**src/rtl/vlrp_pkg.sv**
```systemverilog
// ----------------------------------------------------------------------------
// vlrp_pkg
// Shared types and constants of the video line RTP packetizer.
// ----------------------------------------------------------------------------
`default_nettype none

package vlrp_pkg;

    // Parameter defaults.
    localparam int DEF_MAX_WIDTH      = 4096;
    localparam int DEF_MAX_HEIGHT     = 4096;
    localparam int DEF_PAYLOAD_BUDGET = 1376;

    // Field widths fixed by the packet header format.
    localparam int TS_W   = 32;
    localparam int SEQ_W  = 32;
    localparam int HALF_W = 16;
    localparam int LEN_W  = 11;
    localparam int ROW_W  = 12;
    localparam int POS_W  = 12;
    localparam int OFS_W  = 26;
    localparam int DIM_W  = 13;
    localparam int BPP_W  = 3;
    localparam int PT_W   = 7;
    localparam int SSRC_W = 32;
    localparam int CNT_W  = 4;

    localparam int HEADER_BYTES = 20;
    localparam int MAX_PACKETS  = 12;

    // APB register map.
    localparam int APB_DATA_W = 32;
    localparam int APB_ADDR_W = 5;

    typedef enum logic [2:0] {
        REG_FRAME_WIDTH  = 3'd0,
        REG_FRAME_HEIGHT = 3'd1,
        REG_BPP          = 3'd2,
        REG_PAYLOAD_TYPE = 3'd3,
        REG_SOURCE_ID    = 3'd4
    } reg_idx_t;

    typedef enum logic [1:0] {
        ST_IDLE,
        ST_ROW_MUL,
        ST_BASE_MUL,
        ST_PKT
    } state_t;

    typedef struct packed {
        logic [DIM_W-1:0] frame_width;
        logic [DIM_W-1:0] frame_height;
        logic [BPP_W-1:0] bpp;
    } cfg_t;

    // Sequencer to datapath.
    typedef struct packed {
        logic accept;
        logic row_mul;
        logic base_mul;
        logic emit;
        logic finish;
    } ctrl_t;

    // Datapath to sequencer.
    typedef struct packed {
        logic more;
        logic out_space;
    } stat_t;

endpackage

`default_nettype wire

```
**src/rtl/vlrp_line_if.sv**
```systemverilog
// ----------------------------------------------------------------------------
// vlrp_line_if
// Input channel: one request per video line, carrying the frame timestamp.
// ----------------------------------------------------------------------------
`default_nettype none

interface vlrp_line_if
    import vlrp_pkg::*;
();
    logic            valid;
    logic            ready;
    logic [TS_W-1:0] frame_timestamp;

    modport source (output valid, output frame_timestamp, input ready);
    modport sink (input valid, input frame_timestamp, output ready);
endinterface

`default_nettype wire

```
**src/rtl/vlrp_pkt_if.sv**
```systemverilog
// ----------------------------------------------------------------------------
// vlrp_pkt_if
// Output channel: one request per packet, carrying its header fields.
// ----------------------------------------------------------------------------
`default_nettype none

interface vlrp_pkt_if
    import vlrp_pkg::*;
();
    logic              valid;
    logic              ready;
    logic              marker;
    logic [HALF_W-1:0] seq_low;
    logic [HALF_W-1:0] seq_high;
    logic [TS_W-1:0]   timestamp;
    logic [LEN_W-1:0]  payload_length;
    logic [ROW_W-1:0]  line_number;
    logic [POS_W-1:0]  pixel_offset;
    logic [OFS_W-1:0]  source_offset;
    logic [LEN_W-1:0]  packet_bytes;
    logic              last_of_line;

    modport source (
        output valid, output marker, output seq_low, output seq_high,
        output timestamp, output payload_length, output line_number,
        output pixel_offset, output source_offset, output packet_bytes,
        output last_of_line, input ready
    );
    modport sink (
        input valid, input marker, input seq_low, input seq_high,
        input timestamp, input payload_length, input line_number,
        input pixel_offset, input source_offset, input packet_bytes,
        input last_of_line, output ready
    );
endinterface

`default_nettype wire

```
**src/rtl/vlrp_regs.sv**
```systemverilog
// ----------------------------------------------------------------------------
// vlrp_regs
// APB register file: frame geometry, pixel size and RTP identity fields.
// ----------------------------------------------------------------------------
`default_nettype none

module vlrp_regs
    import vlrp_pkg::*;
(
    input  wire logic                  clk,
    input  wire logic                  rst_n,
    input  wire logic                  psel,
    input  wire logic                  penable,
    input  wire logic                  pwrite,
    input  wire logic [APB_ADDR_W-1:0] paddr,
    input  wire logic [APB_DATA_W-1:0] pwdata,
    output logic      [APB_DATA_W-1:0] prdata,
    output cfg_t                       cfg
);

    logic [DIM_W-1:0]  width_reg, width_next;
    logic [DIM_W-1:0]  height_reg, height_next;
    logic [BPP_W-1:0]  bpp_reg, bpp_next;
    logic [PT_W-1:0]   ptype_reg, ptype_next;
    logic [SSRC_W-1:0] ssrc_reg, ssrc_next;
    reg_idx_t          idx;
    logic              wr;

    assign idx = reg_idx_t'(paddr[4:2]);
    assign wr  = psel && penable && pwrite;

    always_comb
    begin
        width_next  = width_reg;
        height_next = height_reg;
        bpp_next    = bpp_reg;
        ptype_next  = ptype_reg;
        ssrc_next   = ssrc_reg;
        if (wr)
        begin
            unique case (idx)
                REG_FRAME_WIDTH:  width_next  = pwdata[DIM_W-1:0];
                REG_FRAME_HEIGHT: height_next = pwdata[DIM_W-1:0];
                REG_BPP:          bpp_next    = pwdata[BPP_W-1:0];
                REG_PAYLOAD_TYPE: ptype_next  = pwdata[PT_W-1:0];
                REG_SOURCE_ID:    ssrc_next   = pwdata[SSRC_W-1:0];
                default:          ;
            endcase
        end
    end

    always_comb
    begin
        unique case (idx)
            REG_FRAME_WIDTH:  prdata = APB_DATA_W'(width_reg);
            REG_FRAME_HEIGHT: prdata = APB_DATA_W'(height_reg);
            REG_BPP:          prdata = APB_DATA_W'(bpp_reg);
            REG_PAYLOAD_TYPE: prdata = APB_DATA_W'(ptype_reg);
            REG_SOURCE_ID:    prdata = APB_DATA_W'(ssrc_reg);
            default:          prdata = '0;
        endcase
    end

    always_ff @(posedge clk or negedge rst_n)
    begin
        if (!rst_n)
        begin
            width_reg  <= DIM_W'(1920);
            height_reg <= DIM_W'(1080);
            bpp_reg    <= BPP_W'(2);
            ptype_reg  <= PT_W'(96);
            ssrc_reg   <= '0;
        end
        else
        begin
            width_reg  <= width_next;
            height_reg <= height_next;
            bpp_reg    <= bpp_next;
            ptype_reg  <= ptype_next;
            ssrc_reg   <= ssrc_next;
        end
    end

    assign cfg.frame_width  = width_reg;
    assign cfg.frame_height = height_reg;
    assign cfg.bpp          = bpp_reg;

endmodule

`default_nettype wire

```
**src/rtl/vlrp_seq.sv**
```systemverilog
// ----------------------------------------------------------------------------
// vlrp_seq
// Sequencer: steps the shared multiplier through row, base and packet work.
// ----------------------------------------------------------------------------
`default_nettype none

module vlrp_seq
    import vlrp_pkg::*;
(
    input  wire logic  clk,
    input  wire logic  rst_n,
    input  wire logic  in_valid,
    output logic       in_ready,
    input  stat_t      stat,
    output ctrl_t      ctrl
);

    state_t state_reg, state_next;

    always_comb
    begin
        state_next = state_reg;
        unique case (state_reg)
            ST_IDLE:     if (in_valid) state_next = ST_ROW_MUL;
            ST_ROW_MUL:  state_next = ST_BASE_MUL;
            ST_BASE_MUL: state_next = ST_PKT;
            ST_PKT:      if (!stat.more) state_next = ST_IDLE;
            default:     state_next = ST_IDLE;
        endcase
    end

    always_comb
    begin
        ctrl     = '0;
        in_ready = 1'b0;
        unique case (state_reg)
            ST_IDLE:
            begin
                in_ready    = 1'b1;
                ctrl.accept = in_valid;
            end
            ST_ROW_MUL:  ctrl.row_mul = 1'b1;
            ST_BASE_MUL: ctrl.base_mul = 1'b1;
            ST_PKT:
            begin
                ctrl.emit   = stat.more && stat.out_space;
                ctrl.finish = !stat.more;
            end
            default:     ;
        endcase
    end

    always_ff @(posedge clk or negedge rst_n)
    begin
        if (!rst_n)
            state_reg <= ST_IDLE;
        else
            state_reg <= state_next;
    end

endmodule

`default_nettype wire

```
**src/rtl/vlrp_dp.sv**
```systemverilog
// ----------------------------------------------------------------------------
// vlrp_dp
// Datapath: line and sequence counters, one shared multiplier, packet fields.
// ----------------------------------------------------------------------------
`default_nettype none

module vlrp_dp
    import vlrp_pkg::*;
#(
    parameter int MAX_WIDTH      = DEF_MAX_WIDTH,
    parameter int MAX_HEIGHT     = DEF_MAX_HEIGHT,
    parameter int PAYLOAD_BUDGET = DEF_PAYLOAD_BUDGET
)
(
    input  wire logic            clk,
    input  wire logic            rst_n,
    input  cfg_t                 cfg,
    input  ctrl_t                ctrl,
    output stat_t                stat,
    input  wire logic [TS_W-1:0] frame_timestamp,
    vlrp_pkt_if.source           pkt
);

    localparam int WB = $clog2(MAX_WIDTH + 1);
    localparam int XW = (WB > DIM_W) ? WB : DIM_W;
    localparam int HB = $clog2(MAX_HEIGHT + 1);
    localparam int HW = (HB > DIM_W) ? HB : DIM_W;

    // Whole pixels per packet for each pixel size.
    localparam logic [LEN_W-1:0] MP1 = LEN_W'(PAYLOAD_BUDGET / 1);
    localparam logic [LEN_W-1:0] MP2 = LEN_W'(PAYLOAD_BUDGET / 2);
    localparam logic [LEN_W-1:0] MP3 = LEN_W'(PAYLOAD_BUDGET / 3);
    localparam logic [LEN_W-1:0] MP4 = LEN_W'(PAYLOAD_BUDGET / 4);

    logic [TS_W-1:0]   ts_reg;
    logic [XW-1:0]     width_reg;
    logic [BPP_W-1:0]  bpp_reg;
    logic [LEN_W-1:0]  maxpix_reg;
    logic [ROW_W-1:0]  row_reg;
    logic              last_line_reg;
    logic [OFS_W-1:0]  prod_reg;
    logic [OFS_W-1:0]  offset_reg;
    logic [XW-1:0]     x_reg;
    logic [CNT_W-1:0]  count_reg;
    logic [SEQ_W-1:0]  seq_reg;
    logic [ROW_W-1:0]  line_cnt_reg;
    logic              out_valid_reg;

    logic [XW-1:0]     width_eff;
    logic [HW-1:0]     height_eff;
    logic [BPP_W-1:0]  bpp_eff;
    logic [LEN_W-1:0]  maxpix_eff;

    logic [OFS_W-1:0]  mul_a;
    logic [XW-1:0]     mul_b;
    logic [OFS_W+XW-1:0] mul_res;

    logic [XW-1:0]     remain;
    logic [LEN_W-1:0]  pixels;
    logic [LEN_W-1:0]  bytes;
    logic [XW-1:0]     x_end;
    logic              eol;

    // Clamp the geometry registers when a line is taken.
    always_comb
    begin
        if (XW'(cfg.frame_width) > XW'(MAX_WIDTH))
            width_eff = XW'(MAX_WIDTH);
        else
            width_eff = XW'(cfg.frame_width);

        if (cfg.frame_height == '0)
            height_eff = HW'(1);
        else if (HW'(cfg.frame_height) > HW'(MAX_HEIGHT))
            height_eff = HW'(MAX_HEIGHT);
        else
            height_eff = HW'(cfg.frame_height);

        if (cfg.bpp == '0)
            bpp_eff = BPP_W'(2);
        else if (cfg.bpp > BPP_W'(4))
            bpp_eff = BPP_W'(4);
        else
            bpp_eff = cfg.bpp;

        case (bpp_eff)
            BPP_W'(1): maxpix_eff = MP1;
            BPP_W'(2): maxpix_eff = MP2;
            BPP_W'(3): maxpix_eff = MP3;
            default:   maxpix_eff = MP4;
        endcase
    end

    // Packet size for the current pixel position.
    assign remain = width_reg - x_reg;
    assign pixels = (remain > XW'(maxpix_reg)) ? maxpix_reg : remain[LEN_W-1:0];
    assign x_end  = x_reg + XW'(pixels);
    assign eol    = (x_end == width_reg);

    // The one multiplier: row times width, then times pixel size, then the
    // byte count of each packet.
    always_comb
    begin
        if (ctrl.row_mul)
        begin
            mul_a = OFS_W'(row_reg);
            mul_b = width_reg;
        end
        else if (ctrl.base_mul)
        begin
            mul_a = prod_reg;
            mul_b = XW'(bpp_reg);
        end
        else
        begin
            mul_a = OFS_W'(pixels);
            mul_b = XW'(bpp_reg);
        end
    end

    assign mul_res = (OFS_W + XW)'(mul_a) * (OFS_W + XW)'(mul_b);
    assign bytes   = mul_res[LEN_W-1:0];

    assign stat.more      = (x_reg < width_reg) && (count_reg != CNT_W'(MAX_PACKETS));
    assign stat.out_space = !out_valid_reg || pkt.ready;

    always_ff @(posedge clk)
    begin
        if (ctrl.accept)
        begin
            ts_reg        <= frame_timestamp;
            width_reg     <= width_eff;
            bpp_reg       <= bpp_eff;
            maxpix_reg    <= maxpix_eff;
            row_reg       <= line_cnt_reg;
            last_line_reg <= HW'(line_cnt_reg) >= (height_eff - HW'(1));
        end
        if (ctrl.row_mul)
            prod_reg <= mul_res[OFS_W-1:0];
        if (ctrl.emit)
        begin
            pkt.marker         <= last_line_reg && eol;
            pkt.seq_low        <= seq_reg[HALF_W-1:0];
            pkt.seq_high       <= seq_reg[SEQ_W-1:HALF_W];
            pkt.timestamp      <= ts_reg;
            pkt.payload_length <= bytes;
            pkt.line_number    <= row_reg;
            pkt.pixel_offset   <= x_reg[POS_W-1:0];
            pkt.source_offset  <= offset_reg;
            pkt.packet_bytes   <= bytes + LEN_W'(HEADER_BYTES);
            pkt.last_of_line   <= eol || (count_reg == CNT_W'(MAX_PACKETS - 1));
        end
    end

    always_ff @(posedge clk or negedge rst_n)
    begin
        if (!rst_n)
        begin
            x_reg         <= '0;
            count_reg     <= '0;
            offset_reg    <= '0;
            seq_reg       <= '0;
            line_cnt_reg  <= '0;
            out_valid_reg <= 1'b0;
        end
        else
        begin
            if (ctrl.accept)
            begin
                x_reg     <= '0;
                count_reg <= '0;
            end
            if (ctrl.base_mul)
                offset_reg <= mul_res[OFS_W-1:0];
            if (ctrl.emit)
            begin
                x_reg      <= x_end;
                count_reg  <= count_reg + CNT_W'(1);
                offset_reg <= offset_reg + OFS_W'(bytes);
                seq_reg    <= seq_reg + SEQ_W'(1);
            end
            if (ctrl.finish)
                line_cnt_reg <= last_line_reg ? '0 : row_reg + ROW_W'(1);

            if (ctrl.emit)
                out_valid_reg <= 1'b1;
            else if (pkt.ready)
                out_valid_reg <= 1'b0;
        end
    end

    assign pkt.valid = out_valid_reg;

endmodule

`default_nettype wire

```
**src/rtl/video_line_rtp_packetizer_core.sv**
```systemverilog
// ----------------------------------------------------------------------------
// video_line_rtp_packetizer_core
// Cuts each video line into RTP packets and emits one header per packet.
// ----------------------------------------------------------------------------
// Each line request carries the frame timestamp. The block takes one line at
// a time: after a line is accepted it uses the shared multiplier in the row
// and base multiply states to form the line's byte offset, then emits one
// header per packet, up to twelve packets per line (three for 1920 pixels of
// two bytes), and closes the line. A packet waits while the packet channel
// has no space. The multiplier is shared between the offset setup and the
// per-packet byte count. Headers leave through an output register, so the
// next line is taken while the last header of the previous one still waits.
// A zero-width line gives no packets but still advances the line counter.
`default_nettype none

module video_line_rtp_packetizer_core
    import vlrp_pkg::*;
#(
    parameter int MAX_WIDTH      = DEF_MAX_WIDTH,
    parameter int MAX_HEIGHT     = DEF_MAX_HEIGHT,
    parameter int PAYLOAD_BUDGET = DEF_PAYLOAD_BUDGET
)
(
    input  wire logic                  clk,
    input  wire logic                  rst_n,
    input  wire logic                  psel,
    input  wire logic                  penable,
    input  wire logic                  pwrite,
    input  wire logic [APB_ADDR_W-1:0] paddr,
    input  wire logic [APB_DATA_W-1:0] pwdata,
    output logic      [APB_DATA_W-1:0] prdata,
    output logic                       pready,
    vlrp_line_if.sink                  line,
    vlrp_pkt_if.source                 pkt
);

    cfg_t  cfg;
    ctrl_t ctrl;
    stat_t stat;

    assign pready = 1'b1;

    vlrp_regs u_regs (
        .clk     (clk),
        .rst_n   (rst_n),
        .psel    (psel),
        .penable (penable),
        .pwrite  (pwrite),
        .paddr   (paddr),
        .pwdata  (pwdata),
        .prdata  (prdata),
        .cfg     (cfg)
    );

    vlrp_seq u_seq (
        .clk      (clk),
        .rst_n    (rst_n),
        .in_valid (line.valid),
        .in_ready (line.ready),
        .stat     (stat),
        .ctrl     (ctrl)
    );

    vlrp_dp #(
        .MAX_WIDTH      (MAX_WIDTH),
        .MAX_HEIGHT     (MAX_HEIGHT),
        .PAYLOAD_BUDGET (PAYLOAD_BUDGET)
    ) u_dp (
        .clk             (clk),
        .rst_n           (rst_n),
        .cfg             (cfg),
        .ctrl            (ctrl),
        .stat            (stat),
        .frame_timestamp (line.frame_timestamp),
        .pkt             (pkt)
    );

endmodule

`default_nettype wire

```
**src/flat_wrapper.sv**
```systemverilog
// flat-port wrapper written by rule: the top's interface ports become plain ports
module video_line_rtp_packetizer_core_flat import vlrp_pkg::*;
#(
    parameter int MAX_WIDTH      = DEF_MAX_WIDTH,
    parameter int MAX_HEIGHT     = DEF_MAX_HEIGHT,
    parameter int PAYLOAD_BUDGET = DEF_PAYLOAD_BUDGET
)
  (clk, rst_n, psel, penable, pwrite, paddr, pwdata, prdata, pready, line_valid, line_frame_timestamp, line_ready, pkt_valid, pkt_marker, pkt_seq_low, pkt_seq_high, pkt_timestamp, pkt_payload_length, pkt_line_number, pkt_pixel_offset, pkt_source_offset, pkt_packet_bytes, pkt_last_of_line, pkt_ready);
  vlrp_line_if line_i ();
  vlrp_pkt_if pkt_i ();
  input  wire logic clk;
  input  wire logic rst_n;
  input  wire logic psel;
  input  wire logic penable;
  input  wire logic pwrite;
  input  wire logic [APB_ADDR_W-1:0] paddr;
  input  wire logic [APB_DATA_W-1:0] pwdata;
  output logic      [APB_DATA_W-1:0] prdata;
  output logic pready;
  input wire logic [$bits(line_i.valid)-1:0] line_valid;
  input wire logic [$bits(line_i.frame_timestamp)-1:0] line_frame_timestamp;
  output wire logic [$bits(line_i.ready)-1:0] line_ready;
  output wire logic [$bits(pkt_i.valid)-1:0] pkt_valid;
  output wire logic [$bits(pkt_i.marker)-1:0] pkt_marker;
  output wire logic [$bits(pkt_i.seq_low)-1:0] pkt_seq_low;
  output wire logic [$bits(pkt_i.seq_high)-1:0] pkt_seq_high;
  output wire logic [$bits(pkt_i.timestamp)-1:0] pkt_timestamp;
  output wire logic [$bits(pkt_i.payload_length)-1:0] pkt_payload_length;
  output wire logic [$bits(pkt_i.line_number)-1:0] pkt_line_number;
  output wire logic [$bits(pkt_i.pixel_offset)-1:0] pkt_pixel_offset;
  output wire logic [$bits(pkt_i.source_offset)-1:0] pkt_source_offset;
  output wire logic [$bits(pkt_i.packet_bytes)-1:0] pkt_packet_bytes;
  output wire logic [$bits(pkt_i.last_of_line)-1:0] pkt_last_of_line;
  input wire logic [$bits(pkt_i.ready)-1:0] pkt_ready;
  assign line_i.valid = line_valid;
  assign line_i.frame_timestamp = line_frame_timestamp;
  assign line_ready = line_i.ready;
  assign pkt_valid = pkt_i.valid;
  assign pkt_marker = pkt_i.marker;
  assign pkt_seq_low = pkt_i.seq_low;
  assign pkt_seq_high = pkt_i.seq_high;
  assign pkt_timestamp = pkt_i.timestamp;
  assign pkt_payload_length = pkt_i.payload_length;
  assign pkt_line_number = pkt_i.line_number;
  assign pkt_pixel_offset = pkt_i.pixel_offset;
  assign pkt_source_offset = pkt_i.source_offset;
  assign pkt_packet_bytes = pkt_i.packet_bytes;
  assign pkt_last_of_line = pkt_i.last_of_line;
  assign pkt_i.ready = pkt_ready;
  video_line_rtp_packetizer_core #(.MAX_WIDTH(MAX_WIDTH), .MAX_HEIGHT(MAX_HEIGHT), .PAYLOAD_BUDGET(PAYLOAD_BUDGET)) u_core (.clk(clk), .rst_n(rst_n), .psel(psel), .penable(penable), .pwrite(pwrite), .paddr(paddr), .pwdata(pwdata), .prdata(prdata), .pready(pready), .line(line_i), .pkt(pkt_i));
endmodule
```
**config.mk**
```make
export PLATFORM = sky130hd
export DESIGN_NAME = video_line_rtp_packetizer_core_flat
export DESIGN_NICKNAME = d
export VERILOG_FILES = /design/src/rtl/vlrp_pkg.sv /design/src/rtl/vlrp_line_if.sv /design/src/rtl/vlrp_pkt_if.sv /design/src/rtl/vlrp_regs.sv /design/src/rtl/vlrp_seq.sv /design/src/rtl/vlrp_dp.sv /design/src/rtl/video_line_rtp_packetizer_core.sv /design/src/flat_wrapper.sv
export SDC_FILE = /design/constraint.sdc
export NUM_CORES = 1
export LEC_CHECK = 0
export BUFFER_PORTS_ARGS = -buffer_cell sky130_fd_sc_hd__buf_2
export CAP_MARGIN = 5
export CORE_MARGIN = 2
export CORE_UTILIZATION = 40
export CTS_CLUSTER_DIAMETER = 30
export DETAILED_ROUTE_END_ITERATION = 10
export HOLD_SLACK_MARGIN = 0.03
export SYNTH_ARGS = -nofsm -noshare
export SYNTH_HDL_FRONTEND = slang
export SYNTH_SLANG_ARGS = --single-unit
```
**constraint.sdc**
```tcl
create_clock -name clk -period 16.15 [get_ports clk]
set_clock_uncertainty 0.2 [all_clocks]
set_input_delay 1.615 -clock clk [delete_from_list [all_inputs] [get_ports clk]]
set_output_delay 1.615 -clock clk [all_outputs]
set_load 0.005 [all_outputs]
```
# Word level (Yosys, flattened, before mapping)
# Cells that the tools add are included.
dict set report word_totals {
  register_bits 394
  latchBits 0
  mem_bits_rw 0
  rom_bits 0
  input_bits 76
  wordCells 108
  memories 0
}
dict set report classes {
  n_addsub 8
  multipliers 1
  n_div 0
  n_lt_le_gt_ge 6
  n_eq_ne 15
  shift 0
  n_mux 27
  bitwise 0
  n_reduce_logical 22
}
# op n
set op_table {}
lappend op_table {{case mux 32 bit (5 select lines)} 1}
lappend op_table {{2-to-1 mux 26 bit} 4}
lappend op_table {{2-to-1 mux 13 bit} 5}
lappend op_table {{case mux 11 bit (3 select lines)} 1}
lappend op_table {{adder 32 x 1 -> 32 bit, second input constant} 1}
lappend op_table {{adder 26 x 11 -> 26 bit} 1}
lappend op_table {{> comparator 13 bit, second input constant} 2}
lappend op_table {{multiplier 26 x 13 -> 26 bit} 1}
lappend op_table {{adder 13 x 11 -> 13 bit} 1}
lappend op_table {{== test 13 bit} 1}
lappend op_table {{>= comparator 12 x 13 -> 1 bit} 1}
lappend op_table {{> comparator 13 x 11 -> 1 bit} 1}
lappend op_table {{zero test 13 bit} 1}
lappend op_table {{less-than comparator 13 bit} 1}
lappend op_table {{subtractor 13 x 1 -> 13 bit, second input constant} 1}
lappend op_table {{subtractor 13 bit} 1}
lappend op_table {{adder 12 x 1 -> 12 bit, second input constant} 1}
lappend op_table {{== test 3 x 2 -> 1 bit, second input constant} 4}
lappend op_table {{2-to-1 mux 12 bit} 1}
lappend op_table {{AND reduction 2 bit} 6}
lappend op_table {{adder 11 x 5 -> 11 bit, second input constant} 1}
lappend op_table {{2-to-1 mux 11 bit} 1}
lappend op_table {{2-to-1 mux 4 bit} 2}
lappend op_table {{case mux 2 bit (4 select lines)} 1}
lappend op_table {{other kinds (18)} 38}

# Logic depth before layout (Yosys ltp)
# Gate-level depths: netlist (run 1).
dict set report logic_depth {
  word_depth 8
  mapped_depth 41
  mapped_depth_nobuf 40
}

# Modules after synthesis
# Synthesis (run 1) repeated with hierarchy kept, for this count alone.
dict set report hier_totals {
  cells_unflattened 2206
  hier_area_um2 25485.7
}
# mod instances cells_per_inst area_per_inst_um2
set modules_own_cells {}
lappend modules_own_cells {vlrp_dp 1 1952 21812.2}
lappend modules_own_cells {vlrp_regs 1 234 3477.1}
lappend modules_own_cells {vlrp_seq 1 18 185.2}
lappend modules_own_cells {video_line_rtp_packetizer_core 1 2 11.3}

# Worst setup path after synthesis (run 1)
# No wires, ideal clock.
dict set report synth_timing {
  path_kind {register to register}
  from {register u_core.u_dp.width_reg[0]}
  to {register u_core.u_dp.offset_reg[24]}
  arrival_time_ns 8.535
  required_ns 15.856
  slack_ns 7.321
  path_stages_with_launch 38
  n_path_buf 0
  synth_period_minus_slack_ns 8.829
  cell_sequence {edfxtp_1 -> inv_1 -> ha_1 -> fa_1 -> nand2b_1 -> a21oi_1 -> a21o_1 -> a21oi_1 -> xnor2_1 -> ha_1 -> a21oi_1 -> o21ai_0 -> nor4_1 -> a211oi_2 -> a211oi_2 -> nor3_1 -> o41a_1 -> nor2_1 -> (+2 left out) -> fa_1 -> inv_1 -> fa_1 -> inv_1 -> fa_1 -> fa_1 -> inv_1 -> ha_1 -> o21a_1 -> a22oi_1 -> ha_1 -> a21oi_1 -> o22ai_1 -> a311o_1 -> nand3_1 -> nor2_1 -> a32o_1 -> a211oi_1}
}
dict set report synth_between {
  elab_chain_cells 8
  word_cells_on_any_way 15
}
# element line
set synth_lines {}
lappend synth_lines {{start: declaration} vlrp_dp.sv:36} ;# logic [XW-1:0] width_reg;
lappend synth_lines {{start signal: assignment} vlrp_dp.sv:132} ;# width_reg <= width_eff;
lappend synth_lines {{subtractor 13 bit} vlrp_dp.sv:95} ;# assign remain = width_reg - x_reg;
lappend synth_lines {{> comparator 13 x 11 -> 1 bit} vlrp_dp.sv:96} ;# assign pixels = (remain > XW'(maxpix_reg)) ? maxpix_reg : remain[LEN_W-1:0];
lappend synth_lines {{2-to-1 mux 11 bit} vlrp_dp.sv:96}
lappend synth_lines {{2-to-1 mux 26 bit} vlrp_dp.sv:109} ;# else if (ctrl.base_mul)
lappend synth_lines {{2-to-1 mux 26 bit} vlrp_dp.sv:104} ;# if (ctrl.row_mul)
lappend synth_lines {{multiplier 26 x 13 -> 26 bit *} vlrp_dp.sv:121} ;# assign mul_res = (OFS_W + XW)'(mul_a) * (OFS_W + XW)'(mul_b);
lappend synth_lines {{named net u_core.u_dp.mul_res[9]} vlrp_dp.sv:56} ;# logic [OFS_W+XW-1:0] mul_res;
lappend synth_lines {{adder 26 x 11 -> 26 bit *} vlrp_dp.sv:179} ;# offset_reg <= offset_reg + OFS_W'(bytes);
lappend synth_lines {{2-to-1 mux 26 bit *} vlrp_dp.sv:175} ;# if (ctrl.emit)
lappend synth_lines {{end signal: assignment} vlrp_dp.sv:174} ;# offset_reg <= mul_res[OFS_W-1:0];
lappend synth_lines {{end signal: assignment} vlrp_dp.sv:179}
lappend synth_lines {{end: declaration} vlrp_dp.sv:42} ;# logic [OFS_W-1:0] offset_reg;
# Mark *: on every way through the listed nets, which the timed path passes. The rest lies on a longest branch. The select of a mux whose other input is x is not followed.
# A chain may end at the register's enable or synchronous reset.

# Final worst setup path (run 1)
dict set report layout_timing {
  from {register u_core.u_dp.width_reg[7]}
  to {register u_core.u_dp.offset_reg[25]}
}
# The elaborated chain is that of the path after synthesis.

==> metrics.log, run 1 <==
[metrics] DIE HEIGHT: between 200 and 300 um
[metrics] endpoint class of the critical path: flop
[metrics] CP max stage cell: o311ai_0
[metrics] width of the die: 255 um
[metrics] maximum count of clock buffers along a single path: 3
[metrics] Skew-Pair Late Insertion Delay: 0.64 ns
[metrics] Worst Path Max Fanout: 21
[metrics] R2R depth: 36
[metrics] pre-CTS setup slack: 5.26 ns
[metrics] start of the worst register-to-register path: u_core.u_dp.width_reg[7]$_SDFFCE_PN0P_
[metrics] count of instances resized after the clock tree is built: 0
[metrics] most instantiated flip-flop cell in the synthesis netlist: edfxtp_1
[metrics] TritonCTS buffer count: between 80 and 90
[metrics] HPWL Detailed: 44600 um
[metrics] DRC violations left: 0
[metrics] cell family with the largest share of critical-path delay: adder cells
[metrics] core box area: 62700 um2
[metrics] number of optimization iterations in the first detailed-route pass: 5
[metrics] worst-margin pin slew: 1.14 ns
[metrics] slack of the critical path: 5.23 ns
[metrics] endpoint arrival time on the critical path: roughly 11 ns
[metrics] type of the tightest min-delay check: flop to flop
[metrics] register-to-register setup slack: approximately 5.2 ns
[metrics] master cell of the clock root buffer: clkbuf_16
[metrics] routed length per instance: 17.6 um
[metrics] setup TNS after final layout: 0 ns
[metrics] IO buf count: 245
[metrics] WL final: 61800 um
[metrics] initial antenna violation count: 0
[metrics] largest incremental delay on the critical path: 0.92 ns
[metrics] asr flop ratio synth: 0.406
[metrics] standard-cell rows: 92
[metrics] Via density: 5.13
[metrics] clock period minus final worst setup slack: 10.92 ns
[metrics] post-synth cell types: 78
[metrics] final cell utilization of the core: 0.491
[metrics] classification of the worst setup path: flop to flop
[metrics] yosys warns: 0
[metrics] Slew headroom: 0.238
[metrics] total global-route track usage: 0.195
[metrics] wire length of the first global-routing pass: roughly 100000 um
[metrics] area of the die: 65100 um2
[metrics] gpl congestion: 0.904
[metrics] most used cells in the layout excluding fill and tap cells: inv_1, buf_2, edfxtp_1, fa_1, nand2_1
[metrics] Sinks on Clock Net: 389
[metrics] layout-stage area growth over the synthesis result: 22.1%
[metrics] hold-critical path endpoint: u_core.u_dp.pkt.timestamp[28]$_DFFE_PP_
[metrics] Max Slew Vio Count: 0
[metrics] register bit count reported by yosys: 389
[metrics] number of nets at the end of the flow: 2981
[metrics] initial core utilization: 0.402
[metrics] total number of vias: 18000
[metrics] number of top-level design ports: 249
[metrics] Setup crit start kind: flop
[metrics] final setup violating endpoints: 0
[metrics] clock tree from TritonCTS: yes
[metrics] endpoint of the worst register-to-register path: u_core.u_dp.offset_reg[25]$_DFFE_PN0P_
[metrics] unrepaired setup endpoints after global routing: no
[metrics] commonest non-fill, non-tap cell in the layout: inv_1
[metrics] vias in the first global route: around 19000
[metrics] outcome: finished, final reports clean
[metrics] number of enable-type register cells in the synthesized netlist: 231
[metrics] worst setup path start: u_core.u_dp.width_reg[7]$_SDFFCE_PN0P_
[metrics] average cell area after synthesis: roughly 11 um2
[metrics] Final Cycle Share: 0.676
[metrics] number of stages on the worst hold path: 0
[metrics] hold path startpoint: u_core.u_dp.ts_reg[28]$_DFFE_PP_
[metrics] post-route ant nets: 0
[metrics] highest clock frequency the design can meet: 0.0916 GHz
[metrics] grt ovf: 0
[metrics] required time of the critical path: 16.47 ns
[metrics] sequential cell area fraction in the yosys report: 0.432
[metrics] total buffers and inverters traversed by the critical path: 6
[metrics] share of cells above drive strength 1: 0.195
[metrics] ant diodes: 0
[metrics] clock-pin slew of the registers on the worst-case setup and hold paths: 0.05 ns
[metrics] number of hold violations in the final report: 0
[metrics] Cell Area, Synth: 25200 um2
[metrics] total of max-cap violations: 0
[metrics] post-CTS setup buffer count: 0
[metrics] violation count after the first detailed-route iteration: between 1000 and 1500
[metrics] hold_buf cts: 0
[metrics] depth of the CTS H-tree: 3
[metrics] pin count of the biggest net entering global routing: 95
[metrics] number of standard cells after synthesis: about 2300
## per-layer routing
layer / part of all wire / GRT usage / vias to the layer above
met1: 0.45 / 0.266 / 8996
met2: 0.46 / 0.311 / 533
li1: - / - / 8423
met5: 0 / 0 / -
met4: 0.025 / 0.0680 / 0
met3: 0.058 / 0.0402 / 95
## cells in the mapped netlist, drive strengths merged, types with 18 or more instances
cell type	n	area [um2]
a211oi	19	153
a21o	22	165
a21oi	78	394
and2	39	244
and3	94	593
buf	20	105
clkbuf	75	282
dfrtp	147	3680
edfxtp	231	6940
fa	194	3880
ha	114	1430
inv	284	1070
mux2	71	800
mux2i	30	300
nand2	170	641
nand3	81	405
nor2	129	484
nor2b	23	144
nor3	42	215
nor4	18	119
o21ai	105	526
xnor2	81	709
xor2	36	315
## kinds of logic (layout without fill, tap and decap cells)
kind of cell / count (synthesis) / after routing / synth area share
flops: 389 / 389 / 0.432
xor+xnor: 118 / 118 / 0.0415
fa+ha+maj: 308 / 308 / 0.211
simple gates: 659 / 659 / 0.130
mux: 102 / 102 / 0.0445
other cells: 2 / 56 / 0.000298
compound gates: 331 / 331 / 0.0835
buf+inv: 379 / 711 / 0.0576
## metrics by stage
| step | instances | instance area, um2 | hold slack [ns] |
|---|---|---|---|
| after global routing | 3520 | 30800 | 0.213 |
| after global placement | 3351 | 27500 | 0.200 |
| final | 3520 | 30800 | 0.211 |
| after floorplan | 2342 | 25400 | 0.200 |
| after CTS | 3519 | 30800 | 0.211 |
| after detailed placement | 3351 | 27500 | 0.205 |
## how the worst max path moves through the flow
stage,endpoint,cells past startpoint,slack [ns]
2_1_floorplan,u_core.u_dp.offset_reg[24]$_DFFE_PN0P_,37,7.32
3_3_place_gp,u_core.u_dp.offset_reg[25]$_DFFE_PN0P_,36,5.41
3_5_place_dp,u_core.u_dp.offset_reg[25]$_DFFE_PN0P_,36,5.26
4_1_cts,u_core.u_dp.offset_reg[25]$_DFFE_PN0P_,36,5.19
5_1_grt,u_core.u_dp.offset_reg[25]$_DFFE_PN0P_,36,4.55
6_report,u_core.u_dp.offset_reg[25]$_DFFE_PN0P_,36,5.23
## final cells by class
| type | count | area [um2] |
|---|---|---|
| clock buffer | 112 | 2540 |
| clock inverter | 56 | 773 |
| fill | 5659 | 31900 |
| inverter | 284 | 1070 |
| multi-input combinational | 1574 | 13100 |
| sequential | 389 | 10900 |
| tap | 846 | 1060 |
| timing repair buffer | 259 | 1360 |
Power of run 1 is not shown: default switching activity piles up to over one toggle a cycle in this logic, so the estimate is an artifact.
==> inputs of run 2 (changes only) <==
==> constraint.sdc (replaced) <==
create_clock -name clk -period 9.3 [get_ports clk]
set_clock_uncertainty 0.2 [all_clocks]
set_input_delay 0.93 -clock clk [delete_from_list [all_inputs] [get_ports clk]]
set_output_delay 0.93 -clock clk [all_outputs]
set_load 0.005 [all_outputs]
==> metrics.log, run 2 (synthesized netlist as in run 1, its figures left out) <==
[metrics] outcome: finished, final reports clean
[metrics] Setup crit start kind: flop
[metrics] DRC violations left: 0 (unchanged)
[metrics] master cell of the clock root buffer: clkbuf_16
[metrics] initial antenna violation count: 0 (unchanged)
[metrics] CP max stage cell: fa_1
[metrics] register-to-register setup slack: 0.26 ns (-4.97 ns)
[metrics] Sinks on Clock Net: 389 (unchanged)
[metrics] gpl congestion: 0.905 (+0.11%)
[metrics] IO buf count: 245 (unchanged)
[metrics] WL final: 62100 um (+0.52%)
[metrics] area post-placement: 27900 um2 (+1.7%)
[metrics] cell family with the largest share of critical-path delay: adder cells
[metrics] hold-critical path endpoint: u_core.u_dp.pkt.timestamp[8]$_DFFE_PP_
[metrics] number of nets at the end of the flow: 3057 (+2.5%)
[metrics] start of the worst register-to-register path: u_core.u_dp.width_reg[1]$_SDFFCE_PN0P_
[metrics] endpoint of the worst register-to-register path: u_core.u_dp.offset_reg[24]$_DFFE_PN0P_
[metrics] clock tree from TritonCTS: yes
[metrics] number of stages on the worst hold path: 0 (unchanged)
[metrics] final cell utilization of the core: 0.502 (+0.0112)
[metrics] logic depth of the worst setup path including buffers: 33 (-8.3%)
[metrics] Skew-Pair Late Insertion Delay: 0.63 ns (about the same)
[metrics] Hold WS: 0.215 ns (+0.00343 ns)
[metrics] maximum count of clock buffers along a single path: 3 (unchanged)
[metrics] Via density: 5.06 (-1.3%)
[metrics] clock period minus final worst setup slack: 9.04 ns (-1.88 ns)
[metrics] vias in the first global route: 19000 (+0.54%)
[metrics] unrepaired setup endpoints after global routing: yes
[metrics] post-route ant nets: 0 (unchanged)
[metrics] number of top-level design ports: 249 (unchanged)
[metrics] share of cells above drive strength 1: 0.239 (+0.0439)
[metrics] grt ovf: 0 (unchanged)
[metrics] area of the multi-input gates: 13500 um2 (+3.4%)
[metrics] worst-margin pin slew: 1.12 ns (-0.0233 ns)
[metrics] type of the tightest min-delay check: flop to flop
[metrics] final setup violating endpoints: 0 (unchanged)
[metrics] initial core utilization: 0.402 (unchanged)
[metrics] total of max-cap violations: 0 (unchanged)
[metrics] hold_buf cts: 0 (unchanged)
[metrics] finished layout cell area: 31500 um2 (+2.3%)
[metrics] layout-stage area growth over the synthesis result: 24.9%
[metrics] hold path startpoint: u_core.u_dp.ts_reg[8]$_DFFE_PP_
[metrics] pin count of the biggest net entering global routing: 101 (+6.3%)
[metrics] fillers: 5635 (-0.42%)
[metrics] classification of the worst setup path: flop to flop
[metrics] wire length of the first global-routing pass: 100000 um (about the same)
[metrics] number of hold violations in the final report: 0 (unchanged)
[metrics] total global-route track usage: 0.194 (-0.00113)
[metrics] area of the die: 65100 um2 (unchanged)
[metrics] Max Slew Vio Count: 0 (unchanged)
[metrics] ant diodes: 0 (unchanged)
[metrics] register area: 10900 um2 (about the same)
[metrics] R2R depth: 33 (-8.3%)
[metrics] width of the die: 255 um (unchanged)
[metrics] required time of the critical path: 9.62 ns (-6.85 ns)
[metrics] slack of the critical path: 0.257 ns (-4.97 ns)
[metrics] routed length per instance: 17.3 um (-1.4%)
[metrics] endpoint arrival time on the critical path: 9.36 ns (-1.88 ns)
[metrics] endpoint class of the critical path: flop
[metrics] highest clock frequency the design can meet: 0.111 GHz (+21%)
[metrics] pre-CTS setup slack: -0.224 ns (-5.48 ns)
[metrics] core box area: 62700 um2 (unchanged)
[metrics] total number of vias: 18200 (+0.64%)
[metrics] Worst Path Max Fanout: 7 (-67%)
[metrics] TritonCTS buffer count: 82 (-7.9%)
[metrics] Slew headroom: 0.257 (+0.0189)
[metrics] largest incremental delay on the critical path: 0.56 ns (-0.36 ns)
[metrics] HPWL Detailed: 45200 um (+1.3%)
[metrics] clock-pin slew of the registers on the worst-case setup and hold paths: 0.05 ns (about the same)
[metrics] number of optimization iterations in the first detailed-route pass: 7 (+2)
[metrics] Final Cycle Share: 0.972 (+0.296)
[metrics] total buffers and inverters traversed by the critical path: 4 (-2)
[metrics] commonest non-fill, non-tap cell in the layout: inv_1
[metrics] standard-cell rows: 92 (unchanged)
[metrics] depth of the CTS H-tree: 3 (unchanged)
[metrics] violation count after the first detailed-route iteration: 1076 (-16%)
[metrics] most used cells in the layout excluding fill and tap cells: inv_1, buf_2, edfxtp_1, fa_1, nand2_1
[metrics] DIE HEIGHT: 255 um (unchanged)
[metrics] most used cell, CP: fa_1
run 2: what timing repair did:
action                     in CTS  in global routing
buffers inserted                7                 14
setup endpoints to repair      14                 26
pin swaps                       9                 67
gates resized for setup        16                 88
run 2: routing by layer:
layer,part of all wire,global-route usage,up-vias,routed length [um]
met5,0,0,-,0
met4,0.020,0.0583,0,1250
met3,0.056,0.0374,95,3450
met2,0.47,0.312,525,29200
met1,0.46,0.267,8987,28300
li1,-,-,8556,-
run 2: per-stage QoR:
| step | TNS, ns | std cells |
|---|---|---|
| 3_3_place_gp | -0.249 | 3414 |
| 6_report | 0 | 3589 |
| 5_1_grt | -1.12 | 3589 |
| 4_1_cts | 0 | 3575 |
| 3_5_place_dp | -1.58 | 3414 |
| 2_1_floorplan | 0 | 2342 |
run 2: worst max path at each step:
stage,start,endpoint,slack (ns)
floorplan,u_core.u_dp.width_reg[0]$_SDFFCE_PN0P_,u_core.u_dp.offset_reg[24]$_DFFE_PN0P_,0.47
global placement,u_core.u_dp.width_reg[0]$_SDFFCE_PN0P_,u_core.u_dp.offset_reg[25]$_DFFE_PN0P_,-0.11
detailed placement,u_core.u_dp.width_reg[1]$_SDFFCE_PN0P_,u_core.u_dp.offset_reg[24]$_DFFE_PN0P_,-0.22
CTS,u_core.u_dp.width_reg[0]$_SDFFCE_PN0P_,u_core.u_dp.offset_reg[25]$_DFFE_PN0P_,0.003
global route,u_core.u_dp.width_reg[1]$_SDFFCE_PN0P_,u_core.u_dp.offset_reg[20]$_DFFE_PN0P_,-0.11
finish,u_core.u_dp.width_reg[1]$_SDFFCE_PN0P_,u_core.u_dp.offset_reg[24]$_DFFE_PN0P_,0.26
run 2: layout make-up:
cell class / count / area share
Multi-Input combinational cell: 1574 / 0.430
Tap cell: 846 / 0.0336
Clock inverter: 56 / 0.0243
Inverter: 284 / 0.0340
Sequential cell: 389 / 0.346
Clock buffer: 98 / 0.0693
Timing Repair Buffer: 342 / 0.0629
Power of run 2 is left out for the same reason.
